--- src/design/mqb_pkg.sv ---
// Shared types, widths and helpers for the masked quaternion blend.
package mqb_pkg;

    localparam int FRAC_BITS  = 14;             // output scale, one = 2^FRAC_BITS
    localparam int CW         = 16;             // quaternion component width
    localparam int WW         = 13;             // weight width, Q0.12
    localparam int W_ONE      = 4096;
    localparam int TW         = 25;             // blend factor, Q0.24, up to 2^24
    localparam int LERP_BITS  = 24;
    localparam int KEEP_SHIFT = 16;
    localparam int NORM_PRE   = 14;
    localparam int NORM_HALF  = 7;
    localparam int PW         = 2 * CW;         // one dot product term
    localparam int DW         = PW + 2;         // dot product sum
    localparam int SBW        = CW + 1;         // sign-corrected overlay
    localparam int DFW        = CW + 2;         // overlay minus base
    localparam int NUMW       = DFW + TW + 1;   // lerp numerator
    localparam int MW         = 24;             // magnitude of interpolated component
    localparam int SQW        = 2 * MW;
    localparam int SUMW       = SQW + 2;
    localparam int XW         = 64;             // square root radicand
    localparam int ROOTW      = XW / 2;
    localparam int REMW       = ROOTW + 2;
    localparam int SQ_STEPS   = XW / 2;
    localparam int QW         = FRAC_BITS + 1;  // quotient never exceeds 2^FRAC_BITS
    localparam int DREMW      = ROOTW + 1;
    localparam int NW         = MW + FRAC_BITS + NORM_HALF + 1;
    localparam int DIV_STEPS  = QW;

    localparam logic signed [CW-1:0] ID_W =
        (FRAC_BITS >= CW - 1) ? CW'(32767) : CW'(1 << FRAC_BITS);

    typedef enum logic [1:0] {
        PATH_BASE = 2'd0,
        PATH_OVER = 2'd1,
        PATH_LERP = 2'd2
    } path_t;

    typedef struct packed {
        logic signed [CW-1:0] base_x;
        logic signed [CW-1:0] base_y;
        logic signed [CW-1:0] base_z;
        logic signed [CW-1:0] base_w;
        logic signed [CW-1:0] over_x;
        logic signed [CW-1:0] over_y;
        logic signed [CW-1:0] over_z;
        logic signed [CW-1:0] over_w;
        logic [WW-1:0]        joint_weight;
    } in_item_t;

    typedef struct packed {
        logic signed [CW-1:0] res_x;
        logic signed [CW-1:0] res_y;
        logic signed [CW-1:0] res_z;
        logic signed [CW-1:0] res_w;
        path_t                path;
    } out_item_t;

    // Everything one item carries down the cell chain.
    typedef struct packed {
        path_t                     path;
        logic [3:0]                neg;
        logic [3:0][MW-1:0]        mag;
        logic [3:0][CW-1:0]        pass;
        logic [XW-1:0]             x;
        logic [REMW-1:0]           rem;
        logic [ROOTW-1:0]          root;
        logic [3:0][DREMW-1:0]     drem;
        logic [3:0][QW-1:0]        dq;
    } lane_t;

    function automatic logic [WW-1:0] clamp_w(input logic [WW-1:0] v);
        return (v > WW'(W_ONE)) ? WW'(W_ONE) : v;
    endfunction

    function automatic logic signed [CW-1:0] sat_c(input logic signed [QW:0] v);
        if (int'(v) > 32767)
            return CW'(32767);
        if (int'(v) < -32768)
            return CW'(-32768);
        return CW'(v);
    endfunction

endpackage

--- src/design/mqb_sqrt_cell.sv ---
// One digit-pair step of the pipelined integer square root.
module mqb_sqrt_cell (
    input  logic           clk,
    input  logic           rst_n,
    input  logic           up_valid,
    output logic           up_ready,
    input  mqb_pkg::lane_t up_lane,
    output logic           dn_valid,
    input  logic           dn_ready,
    output mqb_pkg::lane_t dn_lane
);
    import mqb_pkg::*;

    logic            valid_reg;
    lane_t           lane_reg;
    lane_t           lane_next;
    logic [REMW-1:0] rem_sh;
    logic [REMW-1:0] trial;
    logic            take;

    assign up_ready = !valid_reg || dn_ready;
    assign dn_valid = valid_reg;
    assign dn_lane  = lane_reg;

    always_comb
    begin
        rem_sh         = {up_lane.rem[REMW-3:0], up_lane.x[XW-1 -: 2]};
        trial          = {up_lane.root, 2'b01};
        take           = rem_sh >= trial;
        lane_next      = up_lane;
        lane_next.x    = up_lane.x << 2;
        lane_next.rem  = take ? rem_sh - trial : rem_sh;
        lane_next.root = {up_lane.root[ROOTW-2:0], take};
    end

    always_ff @(posedge clk or negedge rst_n)
    begin
        if (!rst_n)
            valid_reg <= 1'b0;
        else if (up_ready)
            valid_reg <= up_valid;
    end

    always_ff @(posedge clk)
    begin
        if (up_ready && up_valid)
            lane_reg <= lane_next;
    end

endmodule

--- config.mk ---
export PLATFORM = sky130hd
export DESIGN_NAME = mqb_sqrt_cell
export DESIGN_NICKNAME = d
export VERILOG_FILES = /design/src/design/mqb_pkg.sv /design/src/design/mqb_sqrt_cell.sv
export SDC_FILE = /design/constraint.sdc
export NUM_CORES = 1
export LEC_CHECK = 0
export ABC_AREA = 1
export BUFFER_PORTS_ARGS = -buffer_cell sky130_fd_sc_hd__buf_2
export CAP_MARGIN = 20
export CORE_AREA = 10 10 373 375
export DETAILED_ROUTE_END_ITERATION = 12
export DIE_AREA = 0 0 383 385
export PLACE_DENSITY_LB_ADDON = 0.25
export SLEW_MARGIN = 20
export SYNTH_ARGS = -nofsm -noshare
export SYNTH_HDL_FRONTEND = slang
export SYNTH_SLANG_ARGS = --single-unit
--- constraint.sdc ---
create_clock -name clk -period 36.4 [get_ports clk]
set_clock_uncertainty 0.05 [all_clocks]
set_input_delay 3.64 -clock clk [delete_from_list [all_inputs] [get_ports clk]]
set_output_delay 3.64 -clock clk [all_outputs]
set_load 0.005 [all_outputs]
==> metrics.csv <==
stage,metric,value,unit
grt,initial antenna violation count,97,
routing,Detailed Route WL,93620,um
min_path,min-delay worst type,reg2reg,
worst_setup_path,Crit Path Max Fanout,2,
floorplanning,core area,131100,um^2
routing,post-route ant nets,0,
routing,routed wl met3,9631,um
final_layout,area grow syn2layout,51.41,%
run_status,status,finished clean,
timing,Fin Hold WS,0.5812,ns
timing,final setup fails,0,
clocking,TritonCTS Buffers,61,
worst_setup_path,max incr delay on CP,0.14,ns
timing,Worst Tran Pin Value,1.027,ns
floorplanning,Die W,383,um
pwr,Leak Pwr,11.47,nW
timing,Relative slew margins,31.51,%
synthesis,Commonest cells post-synth,"486 x edfxtp_1, 284 x nand2_1, 121 x inv_1",
synthesis,Post-synth EDFFs,486,
worst_setup_path,CP max-delay cell,buf_2,
worst_setup_path,crit path DAT,4.08,ns
synthesis,ys async rst share,0.2053,%
placed_design,HPWL after detailed placement,79420,um
timing,"Slew Viols, Final",0,
worst_setup_path,Crit Path Category,in2out,
routing,Met2 Routed Length,47560,um
clocking,# clock sinks,487,
synthesis,syn avg cell area,15.79,um^2
routing,DRC,0,
worst_setup_path,critical path endpoint category,output pin,
synthesis,prevailing post-synth register cell,edfxtp_1,
pwr,PwrDens,53.05,nW/um^2
floorplanning,chip height,385,um
clocking,CTS Root Cell,clkbuf_16,
routing,DR vias/cell,3.301,
final_layout,Finished Cell Area,26730,um^2
synthesis,Syn. warnings,0,
timing,fmax,128.8,MHz
grt,maximum number of pins on one net before global-route repair,79,
clocking,TritonCTS clock tree,yes,
grt,GRT Total Usage,11.95,%
placed_design,gp weighted congestion,0.8514,
routing,DR vias,13118,
worst_setup_path,CP cell instances,buf_2 -> inv_1 -> nand2_1 -> buf_2,
placed_design,PortBufs,977,
pwr,Pwr Total,1.418,mW
synthesis,Syn Inst Count,1118,
synthesis,ranking of synthesized cells by area,"edfxtp_1 83%, nand2_1 6.0%, inv_1 2.6%",
final_layout,layout cells sized above 1,49.12,%
clocking,cts repair resizes,0,
timing,RSZ-0062 raised after global routing,no,
clocking,htree depth,2,
worst_setup_path,startpoint type of the worst setup path,input port,
grt,first-pass GRT wire length,119900,um
routing,WL/cell,23.56,um
floorplanning,Initial Utilization,13.46,%
clocking,setup bufs post-CTS,0,
routing,DR pass1 iterations,4,
timing,min cycle time layout,7.767,ns
worst_setup_path,most frequent CP cell,buf_2,
flow_run,Max Cap Violations,0,
floorplanning,io pins,982,
routing,iteration-0 DRC count of the detailed router,719,
floorplanning,die area,147500,um^2
synthesis,post-synth cell types,32,
grt,"Remaining Overflow, GRT",0,
synthesis,Syn Std Cell Area,17650,um^2
clocking,clock-pin slew on the worst setup and hold paths,0.06,ns
clocking,Skew-Pair Late Insertion Delay,0.70,ns
worst_setup_path,R2R Setup Slk,32.51,ns
synthesis,flop and latch count out of synthesis,487,
timing,setup TNS,0,ns
placed_design,Placed Area,24740,um^2
floorplanning,num rows,133,
final_layout,Final #Nets,2685,
grt,vias in the first global route,13564,
pwr,Worst IR Drop VDD,0.04867,mV
timing,Fin. Hold Viols,0,
clocking,CTS Hold Bufs,0,
clocking,CTS Buffer Depth,3,
worst_setup_path,Critical Path RT,32.71,ns
routing,Metal-1 WL,33240,um
routing,Max Used Layer,met5,
timing,crit share post-route,21.34,%
synthesis,top-count cell post-synth,edfxtp_1,
synthesis,register area share after synthesis,82.81,%
synthesis,Synth area leader,edfxtp_1,
synthesis,Synth top area share,82.66,%
sequential cells by signal, summed over array words and instances (netlist names):
register	cells
dn_lane	486
dn_valid	1
critical path, delay by kind of cell:
family	cells	cell delay (ns)
buf+inv	3	0.33
simple gates	1	0.10
metal layers:
metal / up-vias / global-route usage [%]
met5: - / 0
met3: 241 / 5.681
met1: 6153 / 12.17
li1: 6045 / -
met4: 28 / 3.984
met2: 651 / 21.35
power breakdown:
part / total [mW] / internal [mW] / leakage, nW / switching, mW
Sequential: 0.667 / 0.659 / 4.64 / 0.00805
Combinational: 0.149 / 0.0557 / 5.90 / 0.0928
Clock: 0.603 / 0.344 / 0.933 / 0.259
Total: 1.42 / 1.06 / 11.5 / 0.360
placed cells by master, fill, tap and decap left out, drive strengths merged, types with 5 or more instances in the layout:
cell,count
nand3b,9
nand3,32
buf,985
o21ai,12
nand2,288
inv,127
clkinv,24
clkbuf,74
ha,34
diode,14
edfxtp,486
nor2,51
a21oi,31
nand4,8
bufinv,5
xor2,13
logic make-up after synthesis:
family,Yosys count,synth area share [%]
other,1,0.02124
DFF,487,82.81
xor gates and xnor gates,17,0.8434
and+or+nand+nor,397,9.327
AOI/OAI and AO/OA,50,1.538
buffers and inverters,132,3.055
adders and majority gates,34,2.410
layout make-up:
type | instances | area [um^2]
fillers | 14493 | 104400
flip-flops and latches | 487 | 14620
repair buffers | 985 | 4950
multi-input cells | 500 | 2511
well taps | 1755 | 2196
clock buffers | 74 | 1575
inverters | 124 | 467.9
clock inverters | 35 | 376.6
diodes | 14 | 35.03
per-stage QoR:
step | util [%] | setup slack (ns) | std cells
after floorplan | - | 7.911 | 1119
final | 20.38 | 28.63 | 3974
after global placement | 18.87 | 28.65 | 3851
after detailed placement | 18.87 | 28.63 | 3851
after CTS | 20.36 | 28.63 | 3960
after global routing | 20.37 | 28.60 | 3968
worst paths after layout:
| path | startpoint | end | depth (start not counted) |
|---|---|---|---|
| max reg2reg | dn_valid$_DFFE_PN0N_ | dn_lane[244]$_DFFE_PP_ | 4 |
| max in group asynchronous | rst_n | dn_valid$_DFFE_PN0N_ | 1 |
| min | dn_valid$_DFFE_PN0N_ | dn_valid$_DFFE_PN0N_ | 2 |
| min in group asynchronous | rst_n | dn_valid$_DFFE_PN0N_ | 1 |
| min reg2reg | dn_valid$_DFFE_PN0N_ | dn_valid$_DFFE_PN0N_ | 2 |
| max | dn_ready | up_ready | 4 |
Power figures use the tool's default switching activity.
