<file path="config.mk">
export PLATFORM = sky130hd
export DESIGN_NAME = mqb_div_cell
export DESIGN_NICKNAME = d
export VERILOG_FILES = /design/src/design/mqb_pkg.sv /design/src/design/mqb_div_cell.sv
export SDC_FILE = /design/constraint.sdc
export NUM_CORES = 1
export LEC_CHECK = 0
export ABC_AREA = 1
export ABC_CLOCK_PERIOD_IN_PS = 26400
export BUFFER_PORTS_ARGS = -buffer_cell sky130_fd_sc_hd__buf_2
export CAP_MARGIN = 15
export CORE_AREA = 5 5 378 380
export DETAILED_ROUTE_END_ITERATION = 8
export DIE_AREA = 0 0 383 385
export SYNTH_ARGS = -nofsm -noshare
export SYNTH_HDL_FRONTEND = slang
export SYNTH_SLANG_ARGS = --single-unit
export TNS_END_PERCENT = 20
</file>
<file path="constraint.sdc">
create_clock -name clk -period 26.4 [get_ports clk]
set_clock_uncertainty 0.1 [all_clocks]
set_input_delay 5.28 -clock clk [delete_from_list [all_inputs] [get_ports clk]]
set_output_delay 5.28 -clock clk [all_outputs]
set_load 0.02 [all_outputs]
</file>
<file path="src/design/mqb_pkg.sv">
// Shared types, widths and helpers for the masked quaternion blend.
package mqb_pkg;

    localparam int FRAC_BITS  = 14;             // output scale, one = 2^FRAC_BITS
    localparam int CW         = 16;             // quaternion component width
    localparam int WW         = 13;             // weight width, Q0.12
    localparam int W_ONE      = 4096;
    localparam int TW         = 25;             // blend factor, Q0.24, up to 2^24
    localparam int LERP_BITS  = 24;
    localparam int KEEP_SHIFT = 16;
    localparam int NORM_PRE   = 14;
    localparam int NORM_HALF  = 7;
    localparam int PW         = 2 * CW;         // one dot product term
    localparam int DW         = PW + 2;         // dot product sum
    localparam int SBW        = CW + 1;         // sign-corrected overlay
    localparam int DFW        = CW + 2;         // overlay minus base
    localparam int NUMW       = DFW + TW + 1;   // lerp numerator
    localparam int MW         = 24;             // magnitude of interpolated component
    localparam int SQW        = 2 * MW;
    localparam int SUMW       = SQW + 2;
    localparam int XW         = 64;             // square root radicand
    localparam int ROOTW      = XW / 2;
    localparam int REMW       = ROOTW + 2;
    localparam int SQ_STEPS   = XW / 2;
    localparam int QW         = FRAC_BITS + 1;  // quotient never exceeds 2^FRAC_BITS
    localparam int DREMW      = ROOTW + 1;
    localparam int NW         = MW + FRAC_BITS + NORM_HALF + 1;
    localparam int DIV_STEPS  = QW;

    localparam logic signed [CW-1:0] ID_W =
        (FRAC_BITS >= CW - 1) ? CW'(32767) : CW'(1 << FRAC_BITS);

    typedef enum logic [1:0] {
        PATH_BASE = 2'd0,
        PATH_OVER = 2'd1,
        PATH_LERP = 2'd2
    } path_t;

    typedef struct packed {
        logic signed [CW-1:0] base_x;
        logic signed [CW-1:0] base_y;
        logic signed [CW-1:0] base_z;
        logic signed [CW-1:0] base_w;
        logic signed [CW-1:0] over_x;
        logic signed [CW-1:0] over_y;
        logic signed [CW-1:0] over_z;
        logic signed [CW-1:0] over_w;
        logic [WW-1:0]        joint_weight;
    } in_item_t;

    typedef struct packed {
        logic signed [CW-1:0] res_x;
        logic signed [CW-1:0] res_y;
        logic signed [CW-1:0] res_z;
        logic signed [CW-1:0] res_w;
        path_t                path;
    } out_item_t;

    // Everything one item carries down the cell chain.
    typedef struct packed {
        path_t                     path;
        logic [3:0]                neg;
        logic [3:0][MW-1:0]        mag;
        logic [3:0][CW-1:0]        pass;
        logic [XW-1:0]             x;
        logic [REMW-1:0]           rem;
        logic [ROOTW-1:0]          root;
        logic [3:0][DREMW-1:0]     drem;
        logic [3:0][QW-1:0]        dq;
    } lane_t;

    function automatic logic [WW-1:0] clamp_w(input logic [WW-1:0] v);
        return (v > WW'(W_ONE)) ? WW'(W_ONE) : v;
    endfunction

    function automatic logic signed [CW-1:0] sat_c(input logic signed [QW:0] v);
        if (int'(v) > 32767)
            return CW'(32767);
        if (int'(v) < -32768)
            return CW'(-32768);
        return CW'(v);
    endfunction

endpackage

</file>
<file path="src/design/mqb_div_cell.sv">
// One restoring-division bit step, four lanes side by side.
module mqb_div_cell (
    input  logic           clk,
    input  logic           rst_n,
    input  logic           up_valid,
    output logic           up_ready,
    input  mqb_pkg::lane_t up_lane,
    output logic           dn_valid,
    input  logic           dn_ready,
    output mqb_pkg::lane_t dn_lane
);
    import mqb_pkg::*;

    logic             valid_reg;
    lane_t            lane_reg;
    lane_t            lane_next;
    logic [DREMW-1:0] rsh [4];
    logic             ge [4];

    assign up_ready = !valid_reg || dn_ready;
    assign dn_valid = valid_reg;
    assign dn_lane  = lane_reg;

    // the dividend's low bits shift out at the top while quotient bits enter below
    always_comb
    begin
        lane_next = up_lane;
        for (int i = 0; i < 4; i++)
        begin
            rsh[i] = {up_lane.drem[i][DREMW-2:0], up_lane.dq[i][QW-1]};
            ge[i]  = rsh[i] >= {1'b0, up_lane.root};
            lane_next.drem[i] = ge[i] ? rsh[i] - {1'b0, up_lane.root} : rsh[i];
            lane_next.dq[i]   = {up_lane.dq[i][QW-2:0], ge[i]};
        end
    end

    always_ff @(posedge clk or negedge rst_n)
    begin
        if (!rst_n)
            valid_reg <= 1'b0;
        else if (up_ready)
            valid_reg <= up_valid;
    end

    always_ff @(posedge clk)
    begin
        if (up_ready && up_valid)
            lane_reg <= lane_next;
    end

endmodule

</file>
==> results.py, run 1 <==
metrics = {
    "setup_path": {
        "cpLargestDelayFamily": "buffers and inverters",
        "critPathSlowestCell": "buf_2",
        "crit_fanout": 2,
        "r2r_end": "dn_lane[81]",
        "endpoint_kind": "output port",
        "worstSetupStartpointType": "input port",
        "crit-reg2reg-launch": "dn_valid",
        "ff2ff_setup_slack_ns": 23.27,
        "path_cells": "buf_2 > inv_1 > nand2_1 > buf_2",
        "arrival_ns": 5.88,
        "critPathMaxStageDelay_ns": 0.34,
        "cp_data_required_time_ns": 21.02,
        "critPathKind": "input port to output port",
        "crit_buf_inv": 3,
        "crit_top_cell": "buf_2",
        "reg2regPathDepth": 3,
    },
    "placement": {
        "port_buffers": 977,
        "place_area_sq_um": 34370,
        "dpl_worst_slack_ns": 15.10,
        "gp_congestion": 0.9619,
        "dpl.hpwl_um": 130300,
    },
    "global_route": {
        "grt-ovfl-total": 0,
        "track_usage": 0.2025,
        "grt_pass1_wl_um": 204500,
        "grt_max_degree": 175,
        "antenna_found_initial": 110,
        "grt_pass1_vias": 24520,
    },
    "power": {
        "p_per_area_nw_per_um2": 65.91,
        "peakVddDrop_v": 0.00004686,
        "p_leak_nw": 18.45,
    },
    "timing": {
        "drv_slew": 0,
        "worstMarginPinSlew_ns": 0.9884,
        "hold_viol_final": 0,
        "max_freq_ghz": 0.08880,
        "tns_ns": 0,
        "post-route-period-util": 0.4266,
        "rsz0062_at_grt": "false",
        "finalCriticalPeriod_ns": 11.26,
        "setup_slack_ns": 15.14,
        "max_slew_margin": 0.3403,
        "setup_viol": 0,
    },
    "synthesis": {
        "synth_area_leaders": "edfxtp_1, nand2_1, inv_1",
        "ys_seq_area_frac": 0.5357,
        "synth.distinct_cells": 34,
        "synth-edff-count": 488,
        "yosysTopAreaCellShare": 0.5348,
        "syn_avg_cell_area_sq_um": 8.624,
        "syn_nets": 3801,
        "synth_ff_type": "edfxtp_1",
        "synth_top_area_cell": "edfxtp_1",
        "synth_commonest_cells": "nand2_1, inv_1, edfxtp_1",
        "syn_area_sq_um": 27400,
        "syn-instance-count": 3177,
        "yosysWarnings": 0,
        "synthArstFlopShare": 0.002045,
        "synth_most_common_cell": "nand2_1",
        "ys_ff_latch": 489,
    },
    "clock_tree": {
        "cts_setup_buffers": 0,
        "path_clk_slew_ns": 0.06,
        "ctsResizeCount": 0,
        "htreeDepth": 3,
        "cts_tree": "done",
        "worstSkewPairLatency_ns": 0.63,
        "cts_buffers": 67,
        "clockBufferDepth": 3,
        "cts_root_buf": "clkbuf_16",
        "cts_hold_buf": 0,
        "cts.sinks": 489,
    },
    "die": {
        "dieArea_sq_um": 147500,
        "die_h_um": 385,
        "die_w_um": 383,
        "std_cell_rows": 137,
        "ios": 982,
        "initial_utilization": 0.1973,
        "fp.coreArea_sq_um": 138800,
    },
    "flow_run": {
        "max-cap-violations": 0,
    },
    "routing": {
        "drtIter0Drc": 2007,
        "drtPass1Iterations": 5,
        "routedWlPerCell_um": 25.46,
        "drc": 0,
        "ant_nets": 0,
        "drt-total-wl_um": 155100,
        "vias_per_cell": 4.231,
        "vias": 25770,
    },
    "hold_path": {
        "min_path_type": "flop to flop",
        "hold_depth": 2,
        "hold_path.startpoint": "dn_valid",
        "hold_end": "dn_valid",
    },
    "layout": {
        "nNetsFinal": 4810,
        "n_fill_cell": 15140,
        "fin_util": 0.2648,
        "drive_above_1_share": 0.2753,
        "synthToLayoutAreaGrowth_pct": 34.18,
        "fin_area_sq_um": 36770,
    },
    "status": {
        "status": "completed",
    },
}
-- layer usage --
metal,share of wire,vias up,global-route usage
li1,-,12280,-
met1,0.39,12090,0.2409
met2,0.47,1122,0.3467
met3,0.096,267,0.06632
met4,0.035,16,0.06397
met5,0.00081,-,0
-- power breakdown --
part	switching, mW	internal (mW)	total, mW
clock	0.391	0.559	0.950
sequential	0.0204	0.928	0.948
combinational	0.370	0.155	0.525
-- layout by cell type (no fill, tap or decap), types with 21 or more instances in the layout --
cell | Yosys | final
xor2_1 | 56 | 56
edfxtp_1 | 488 | 488
nand3_1 | 157 | 157
nand4_1 | 106 | 106
clkbuf_16 | 0 | 68
a21oi_1 | 82 | 81
diode_2 | 0 | 45
ha_1 | 128 | 128
inv_1 | 570 | 570
nor2_1 | 140 | 140
nand2_2 | 21 | 21
and2_1 | 24 | 24
nor3_1 | 28 | 28
nand2_1 | 1245 | 1245
buf_2 | 29 | 977
-- flip-flops by register name (all words and copies together) (netlist names) --
signal and count:
dn_valid 1, dn_lane 488
-- worst max-delay path by stage --
stage	from	endpoint	slack (ns)	cells past startpoint
after CTS	dn_ready	up_ready	15.10	4
final	dn_ready	up_ready	15.14	4
after global routing	dn_ready	up_ready	15.09	4
after floorplan	dn_ready	dn_lane[0]	6.23	2
after detailed placement	dn_ready	up_ready	15.10	4
after global placement	dn_ready	up_ready	15.10	4
-- worst min-delay path, cell delays in order, from the launching register on --
cell     delay (ns)
dfrtp_1        0.40
nand2_1        0.09
nand2_1        0.06
-- layout make-up --
class	count	area, sq um	area share
repair buffers	985	4987	0.1356
multi-input cells	2062	10260	0.2791
well taps	1807	2261	0.06149
inverters	581	2181	0.05932
flip-flops and latches	489	14680	0.3993
clock buffers	75	1728	0.04700
diodes	45	112.6	0.003063
clock inverters	47	555.5	0.01511
-- cell families (layout without fill, tap and decap cells) --
logic type      after synthesis  in the layout  synth area share
compound gates               95             95           0.01753
other cells                   0             45                 0
simple gates               1775           1775            0.2757
fa+ha+maj                   132            132           0.06137
buf+inv                     626           1688           0.09051
xor+xnor                     60             60           0.01918
flops                       489            489            0.5357
-- per-stage QoR --
| step | hold slack, ns | std cells | power [mW] |
|---|---|---|---|
| after CTS | 0.4848 | 6046 | 2.465 |
| after floorplan | 0.6842 | 3177 | 1.286 |
| final | 0.4841 | 6091 | 2.423 |
| after global routing | 0.5422 | 6056 | 2.547 |
| after global placement | 0.4636 | 5924 | 1.490 |
| after detailed placement | 0.4688 | 5924 | 1.493 |
Note: power is estimated with default switching activity, not from simulation.
==> run 2, diff against run 1 <==
- ABC_CLOCK_PERIOD_IN_PS: 26400 -> 9250
- clock period: 26.4 -> 9.25 ns (I/O delays scaled with it)
==> run 2 against run 1 <==
  * Routed wire length down 0.37%
  * Design area fell by 0.78%
  * Combinational power grew to 2.8 times the previous value
  * First-iteration DRC count fell by 1.7%
  * Power grew to 2.7 times the previous value
  * Clock-buffer cell count down 6
  * Sequential cell count stayed put
  * Critical path depth rose by 8
  * Critical path type is now input port to flop
  * Critical endpoint is now dn_lane[184]
  * Largest power group is now sequential cells
  * Highest routed layer unchanged
==> results.py, run 2 (same netlist as run 1, synthesis figures left out) <==
metrics = {
    "status": {
        "status": "completed",
    },
    "flow_run": {
        "max-cap-violations": 0,
    },
    "timing": {
        "max_slew_margin": 0.2921,
        "setup_viol": 0,
        "post-route-period-util": 0.5467,
        "worstMarginPinSlew_ns": 1.062,
        "hold_viol_final": 0,
        "drv_slew": 0,
        "max_freq_ghz": 0.1977,
        "rsz0062_at_grt": "false",
        "finalCriticalPeriod_ns": 5.057,
    },
    "clock_tree": {
        "cts_setup_buffers": 0,
        "cts_hold_buf": 0,
        "clockBufferDepth": 3,
        "cts_root_buf": "clkbuf_16",
        "worstSkewPairLatency_ns": 0.65,
        "cts.sinks": 489,
        "htreeDepth": 2,
        "ctsResizeCount": 0,
        "path_clk_slew_ns": 0.06,
        "cts_tree": "done",
        "cts_buffers": 59,
    },
    "setup_path": {
        "worstSetupStartpointType": "input port",
        "endpoint_kind": "flop",
        "cp_data_required_time_ns": 9.52,
        "crit_fanout": 36,
        "arrival_ns": 5.33,
        "critPathKind": "input port to flop",
    },
    "routing": {
        "drtPass1Iterations": 5,
        "vias_per_cell": 4.237,
        "drt-total-wl_um": 154500,
        "routedWlPerCell_um": 25.34,
        "ant_nets": 0,
        "drc": 0,
        "drtIter0Drc": 1972,
        "vias": 25830,
    },
    "power": {
        "p_per_area_nw_per_um2": 180.2,
        "total_power_mw": 6.575,
        "internal-power_mw": 4.439,
        "p_sw_mw": 2.135,
        "pwr-share-clk": 0.362,
        "p_comb_frac": 0.227,
        "pwr-share-seq": 0.411,
        "p_leak_nw": 18.27,
        "peakVddDrop_v": 0.0001369,
        "switching_share": 0.3248,
    },
    "global_route": {
        "antenna_found_initial": 135,
        "grt_pass1_wl_um": 202900,
        "track_usage": 0.1999,
        "grt_pass1_vias": 24530,
        "grt_max_degree": 127,
        "grt-ovfl-total": 0,
    },
    "layout": {
        "synthToLayoutAreaGrowth_pct": 33.13,
        "largest_register_ffs": 488,
        "n_fill_cell": 15260,
        "layout.cells.most_common_list": "nand2_1, buf_2, inv_1",
        "nNetsFinal": 4802,
        "seq_area_sq_um": 14680,
        "drive_above_1_share": 0.2732,
        "fin_util": 0.2627,
        "multi_input_comb_area_sq_um": 10270,
        "final_common_cell": "nand2_1",
    },
    "die": {
        "die_w_um": 383,
        "ios": 982,
        "initial_utilization": 0.1973,
        "std_cell_rows": 137,
        "dieArea_sq_um": 147500,
        "fp.coreArea_sq_um": 138800,
        "die_h_um": 385,
    },
    "placement": {
        "gp_congestion": 0.9734,
        "dpl.hpwl_um": 130900,
        "port_buffers": 977,
    },
    "hold_path": {
        "min_path_type": "flop to flop",
    },
}
==> run 2: cell types whose count changed in the layout (fill, tap and decap cells not counted), moves of 3 or more <==
cell	before	now
clkbuf_16	68	59
diode_2	45	62
clkinv_2	11	8
clkinv_8	3	0
clkbuf_1	7	10
clkinvlp_4	4	9
==> run 2: path summary, 6_finish.rpt <==
kind	start	cells past startpoint	slack [ns]	end
worst max-delay path	up_lane[206]	12	4.19	dn_lane[184]
worst min-delay path	dn_valid	2	0.50	dn_valid
worst max register to register	dn_valid	3	6.50	dn_lane[454]
worst min register to register	dn_valid	2	0.50	dn_valid
max in group asynchronous	rst_n	1	8.10	dn_valid
min in group asynchronous	rst_n	1	0.87	dn_valid
==> run 2: layer usage <==
metal / vias to the layer above / part of all wire / global-route usage
met5: - / 0.00074 / 0
met4: 16 / 0.036 / 0.06473
met3: 291 / 0.099 / 0.06146
met2: 1172 / 0.47 / 0.3360
met1: 12080 / 0.40 / 0.2446
li1: 12270 / - / -
==> run 2: power groups by stage <==
stage / clock network [mW] / registers, mW / logic (mW)
finish: 2.38 / 2.70 / 1.49
global route: 2.56 / 2.71 / 1.64
CTS: 2.46 / 2.71 / 1.50
detailed placement: 0 / 2.75 / 1.49
global placement: 0 / 2.75 / 1.49
floorplan: 0 / 2.96 / 0.683
==> run 2: critical path, cell delays in order <==
cell and delay, ns:
buf_2 0.11, inv_1 0.67, ha_1 0.43, nand2_1 0.19, nor2_2 0.09, and2_1 0.17, nand3_1 0.13, nand3_2 0.10
nor2_4 0.72, nand2_8 0.35, nand3_1 0.25, nand2_1 0.19
==> run 2: through the flow <==
stage	std cells	TNS (ns)	worst slack (ns)	area (sq um)	hold WS, ns
3_3_place_gp	5924	0	3.549	34360	0.4583
3_5_place_dp	5924	0	3.535	34360	0.4869
5_1_grt	6051	0	4.094	36360	0.5499
2_1_floorplan	3177	-553.81	-1.135	27420	0.7036
4_1_cts	6035	0	4.263	36320	0.5023
6_report	6097	0	4.193	36480	0.5006
==> run 2: layout make-up <==
| class | instances | share of cell area |
|---|---|---|
| clock buffer | 69 | 0.04150 |
| multi-input combinational | 2062 | 0.2815 |
| clock inverter | 42 | 0.01238 |
| antenna | 62 | 0.004253 |
| timing repair buffer | 985 | 0.1360 |
| inverter | 581 | 0.05999 |
| sequential | 489 | 0.4024 |
| tap | 1807 | 0.06198 |
==> run 3, diff against run 2 <==
- ABC_CLOCK_PERIOD_IN_PS: 9250 -> 4100
- clock period: 9.25 -> 4.1 ns (I/O delays scaled with it)
==> run 3 against run 2 <==
  * Worst setup slack lost 3.0 ns
  * Critical endpoint is now dn_lane[179]
  * Worst hold slack lost 0.28 ns
  * Highest routed layer unchanged
  * Via count grew 0.62%
  * Routed wire length grew 0.82%
  * Core utilization grew 0.50 points
==> results.py, run 3 (same netlist as run 1, synthesis figures left out) <==
metrics = {
    "die": {
        "dieArea_sq_um": 147500,
        "ios": 982,
        "die_h_um": 385,
        "initial_utilization": 0.1973,
        "die_w_um": 383,
        "std_cell_rows": 137,
        "fp.coreArea_sq_um": 138800,
    },
    "routing": {
        "drtPass1Iterations": 8,
        "vias": 25990,
        "routedWlPerCell_um": 25.32,
        "ant_nets": 0,
        "vias_per_cell": 4.225,
        "drt-total-wl_um": 155800,
        "drc": 0,
        "drtIter0Drc": 2024,
    },
    "timing": {
        "drv_slew": 0,
        "hold_viol_final": 0,
        "max_freq_ghz": 0.3400,
        "worstMarginPinSlew_ns": 0.8573,
        "setup_slack_ns": 1.159,
        "max_slew_margin": 0.4272,
        "post-route-period-util": 0.7173,
        "rsz0062_at_grt": "false",
        "setup_viol": 0,
        "finalCriticalPeriod_ns": 2.941,
    },
    "setup_path": {
        "crit_buf_inv": 3,
        "path_cells": "buf_2 > inv_1 > ha_1 > nand2_1 > nand2_1 > nand2_1 > nand2_1 > nand2_1 > nand3_2 > nand2_1 > nand2_1 > nand2_2 > nand2_8 > buf_12 > nand3_1 > nand2_1",
        "arrival_ns": 3.24,
        "critPathSlowestCell": "inv_1",
        "cpLargestDelayFamily": "simple AND/OR/NAND/NOR gates",
        "crit_top_cell": "nand2_1",
        "crit-reg2reg-launch": "dn_valid",
        "crit_fanout": 24,
        "cp_data_required_time_ns": 4.40,
        "reg2regPathDepth": 3,
        "critPathMaxStageDelay_ns": 0.50,
        "r2r_end": "dn_lane[458]",
        "worstSetupStartpointType": "input port",
        "critPathKind": "input port to flop",
        "ff2ff_setup_slack_ns": 1.92,
        "endpoint_kind": "flop",
    },
    "global_route": {
        "grt_pass1_vias": 24750,
        "grt-ovfl-total": 0,
        "antenna_found_initial": 112,
        "grt_pass1_wl_um": 205100,
        "grt_max_degree": 50,
        "track_usage": 0.2019,
    },
    "status": {
        "status": "completed",
    },
    "clock_tree": {
        "cts_tree": "done",
        "cts_root_buf": "clkbuf_16",
        "cts.sinks": 489,
        "htreeDepth": 2,
        "worstSkewPairLatency_ns": 0.66,
        "clockBufferDepth": 3,
        "path_clk_slew_ns": 0.06,
        "cts_buffers": 61,
        "cts_setup_buffers": 0,
    },
    "layout": {
        "synthToLayoutAreaGrowth_pct": 35.69,
        "n_fill_cell": 15150,
        "drive_above_1_share": 0.2854,
        "largest_register_ffs": 488,
        "nNetsFinal": 4877,
        "final_common_cell": "nand2_1",
        "layout.cells.most_common_list": "nand2_1, buf_2, inv_1",
        "final_cells": 6151,
    },
    "hold_path": {
        "hold_depth": 1,
        "hold_end": "dn_lane[381]",
        "hold_path.startpoint": "up_lane[381]",
        "min_path_type": "input port to flop",
    },
    "placement": {
        "gp_congestion": 0.9867,
        "port_buffers": 977,
        "dpl_worst_slack_ns": 0.4972,
        "dpl.hpwl_um": 133000,
        "numPlacedInstances": 5996,
    },
    "power": {
        "p_leak_nw": 18.73,
        "peakVddDrop_v": 0.0003017,
        "p_per_area_nw_per_um2": 407.3,
    },
    "flow_run": {
        "max-cap-violations": 0,
    },
}
[run 3: changes by cell type in the layout (fill, tap and decap cells not counted), sizes merged]
cell,before,now
clkinvlp,9,4
inv,585,590
dlygate4sd3,0,1
diode,62,42
buf,985,1057
bufinv,6,7
[run 3: how the worst max path moves through the flow]
stage,start,endpoint,slack [ns],cells past startpoint
floorplan,dn_ready,dn_lane[0],-5.25,2
global placement,up_lane[216],dn_lane[86],0.49,14
detailed placement,up_lane[194],dn_lane[179],0.50,16
CTS,up_lane[216],dn_lane[86],1.22,14
global route,up_lane[212],dn_lane[118],1.06,12
finish,up_lane[194],dn_lane[179],1.16,16
[run 3: final cells by class]
class                      count  area [sq um]  share of cell area
antenna                       42         105.1            0.002827
clock buffer                  69          1556             0.04186
clock inverter                43         461.7             0.01242
inverter                     581          2188             0.05886
multi-input combinational   2062         10250              0.2758
sequential                   489         14680              0.3948
tap                         1807          2261             0.06081
timing repair buffer        1058          5675              0.1527
[run 3: timing repair]
item | 4_1_cts | 5_1_grt
gates resized for setup | 0 | 0
hold buffers | 1 | 0
endpoints found under the hold margin | 1 | 0
[run 3: power breakdown]
group	total, mW	internal (mW)	switching (mW)	leakage (nW)
Clock	5.57	3.19	2.38	0.982
Combinational	3.47	1.07	2.41	13.1
Sequential	6.10	5.97	0.136	4.67
Total	15.1	10.2	4.92	18.7
[run 3: metrics by stage]
step / util / cell area, sq um / TNS, ns / power [mW] / hold slack, ns
finish: 0.2678 / 37180 / 0 / 15.14 / 0.2253
global route: 0.2674 / 37120 / 0 / 15.88 / 0.1737
CTS: 0.2670 / 37070 / 0 / 15.35 / 0.1590
detailed placement: 0.2524 / 35050 / 0 / 9.692 / 0.4809
global placement: 0.2524 / 35050 / 0 / 9.679 / 0.4547
floorplan: - / 27420 / -2564.37 / 8.215 / 0.4244
[run 3: per-layer routing]
layer | global-route usage | routed length (um) | up-vias
li1 | - | - | 12390
met1 | 0.2441 | 61040 | 12180
met2 | 0.3393 | 72840 | 1147
met3 | 0.06115 | 15170 | 261
met4 | 0.07454 | 6646 | 12
met5 | 0 | 72 | -
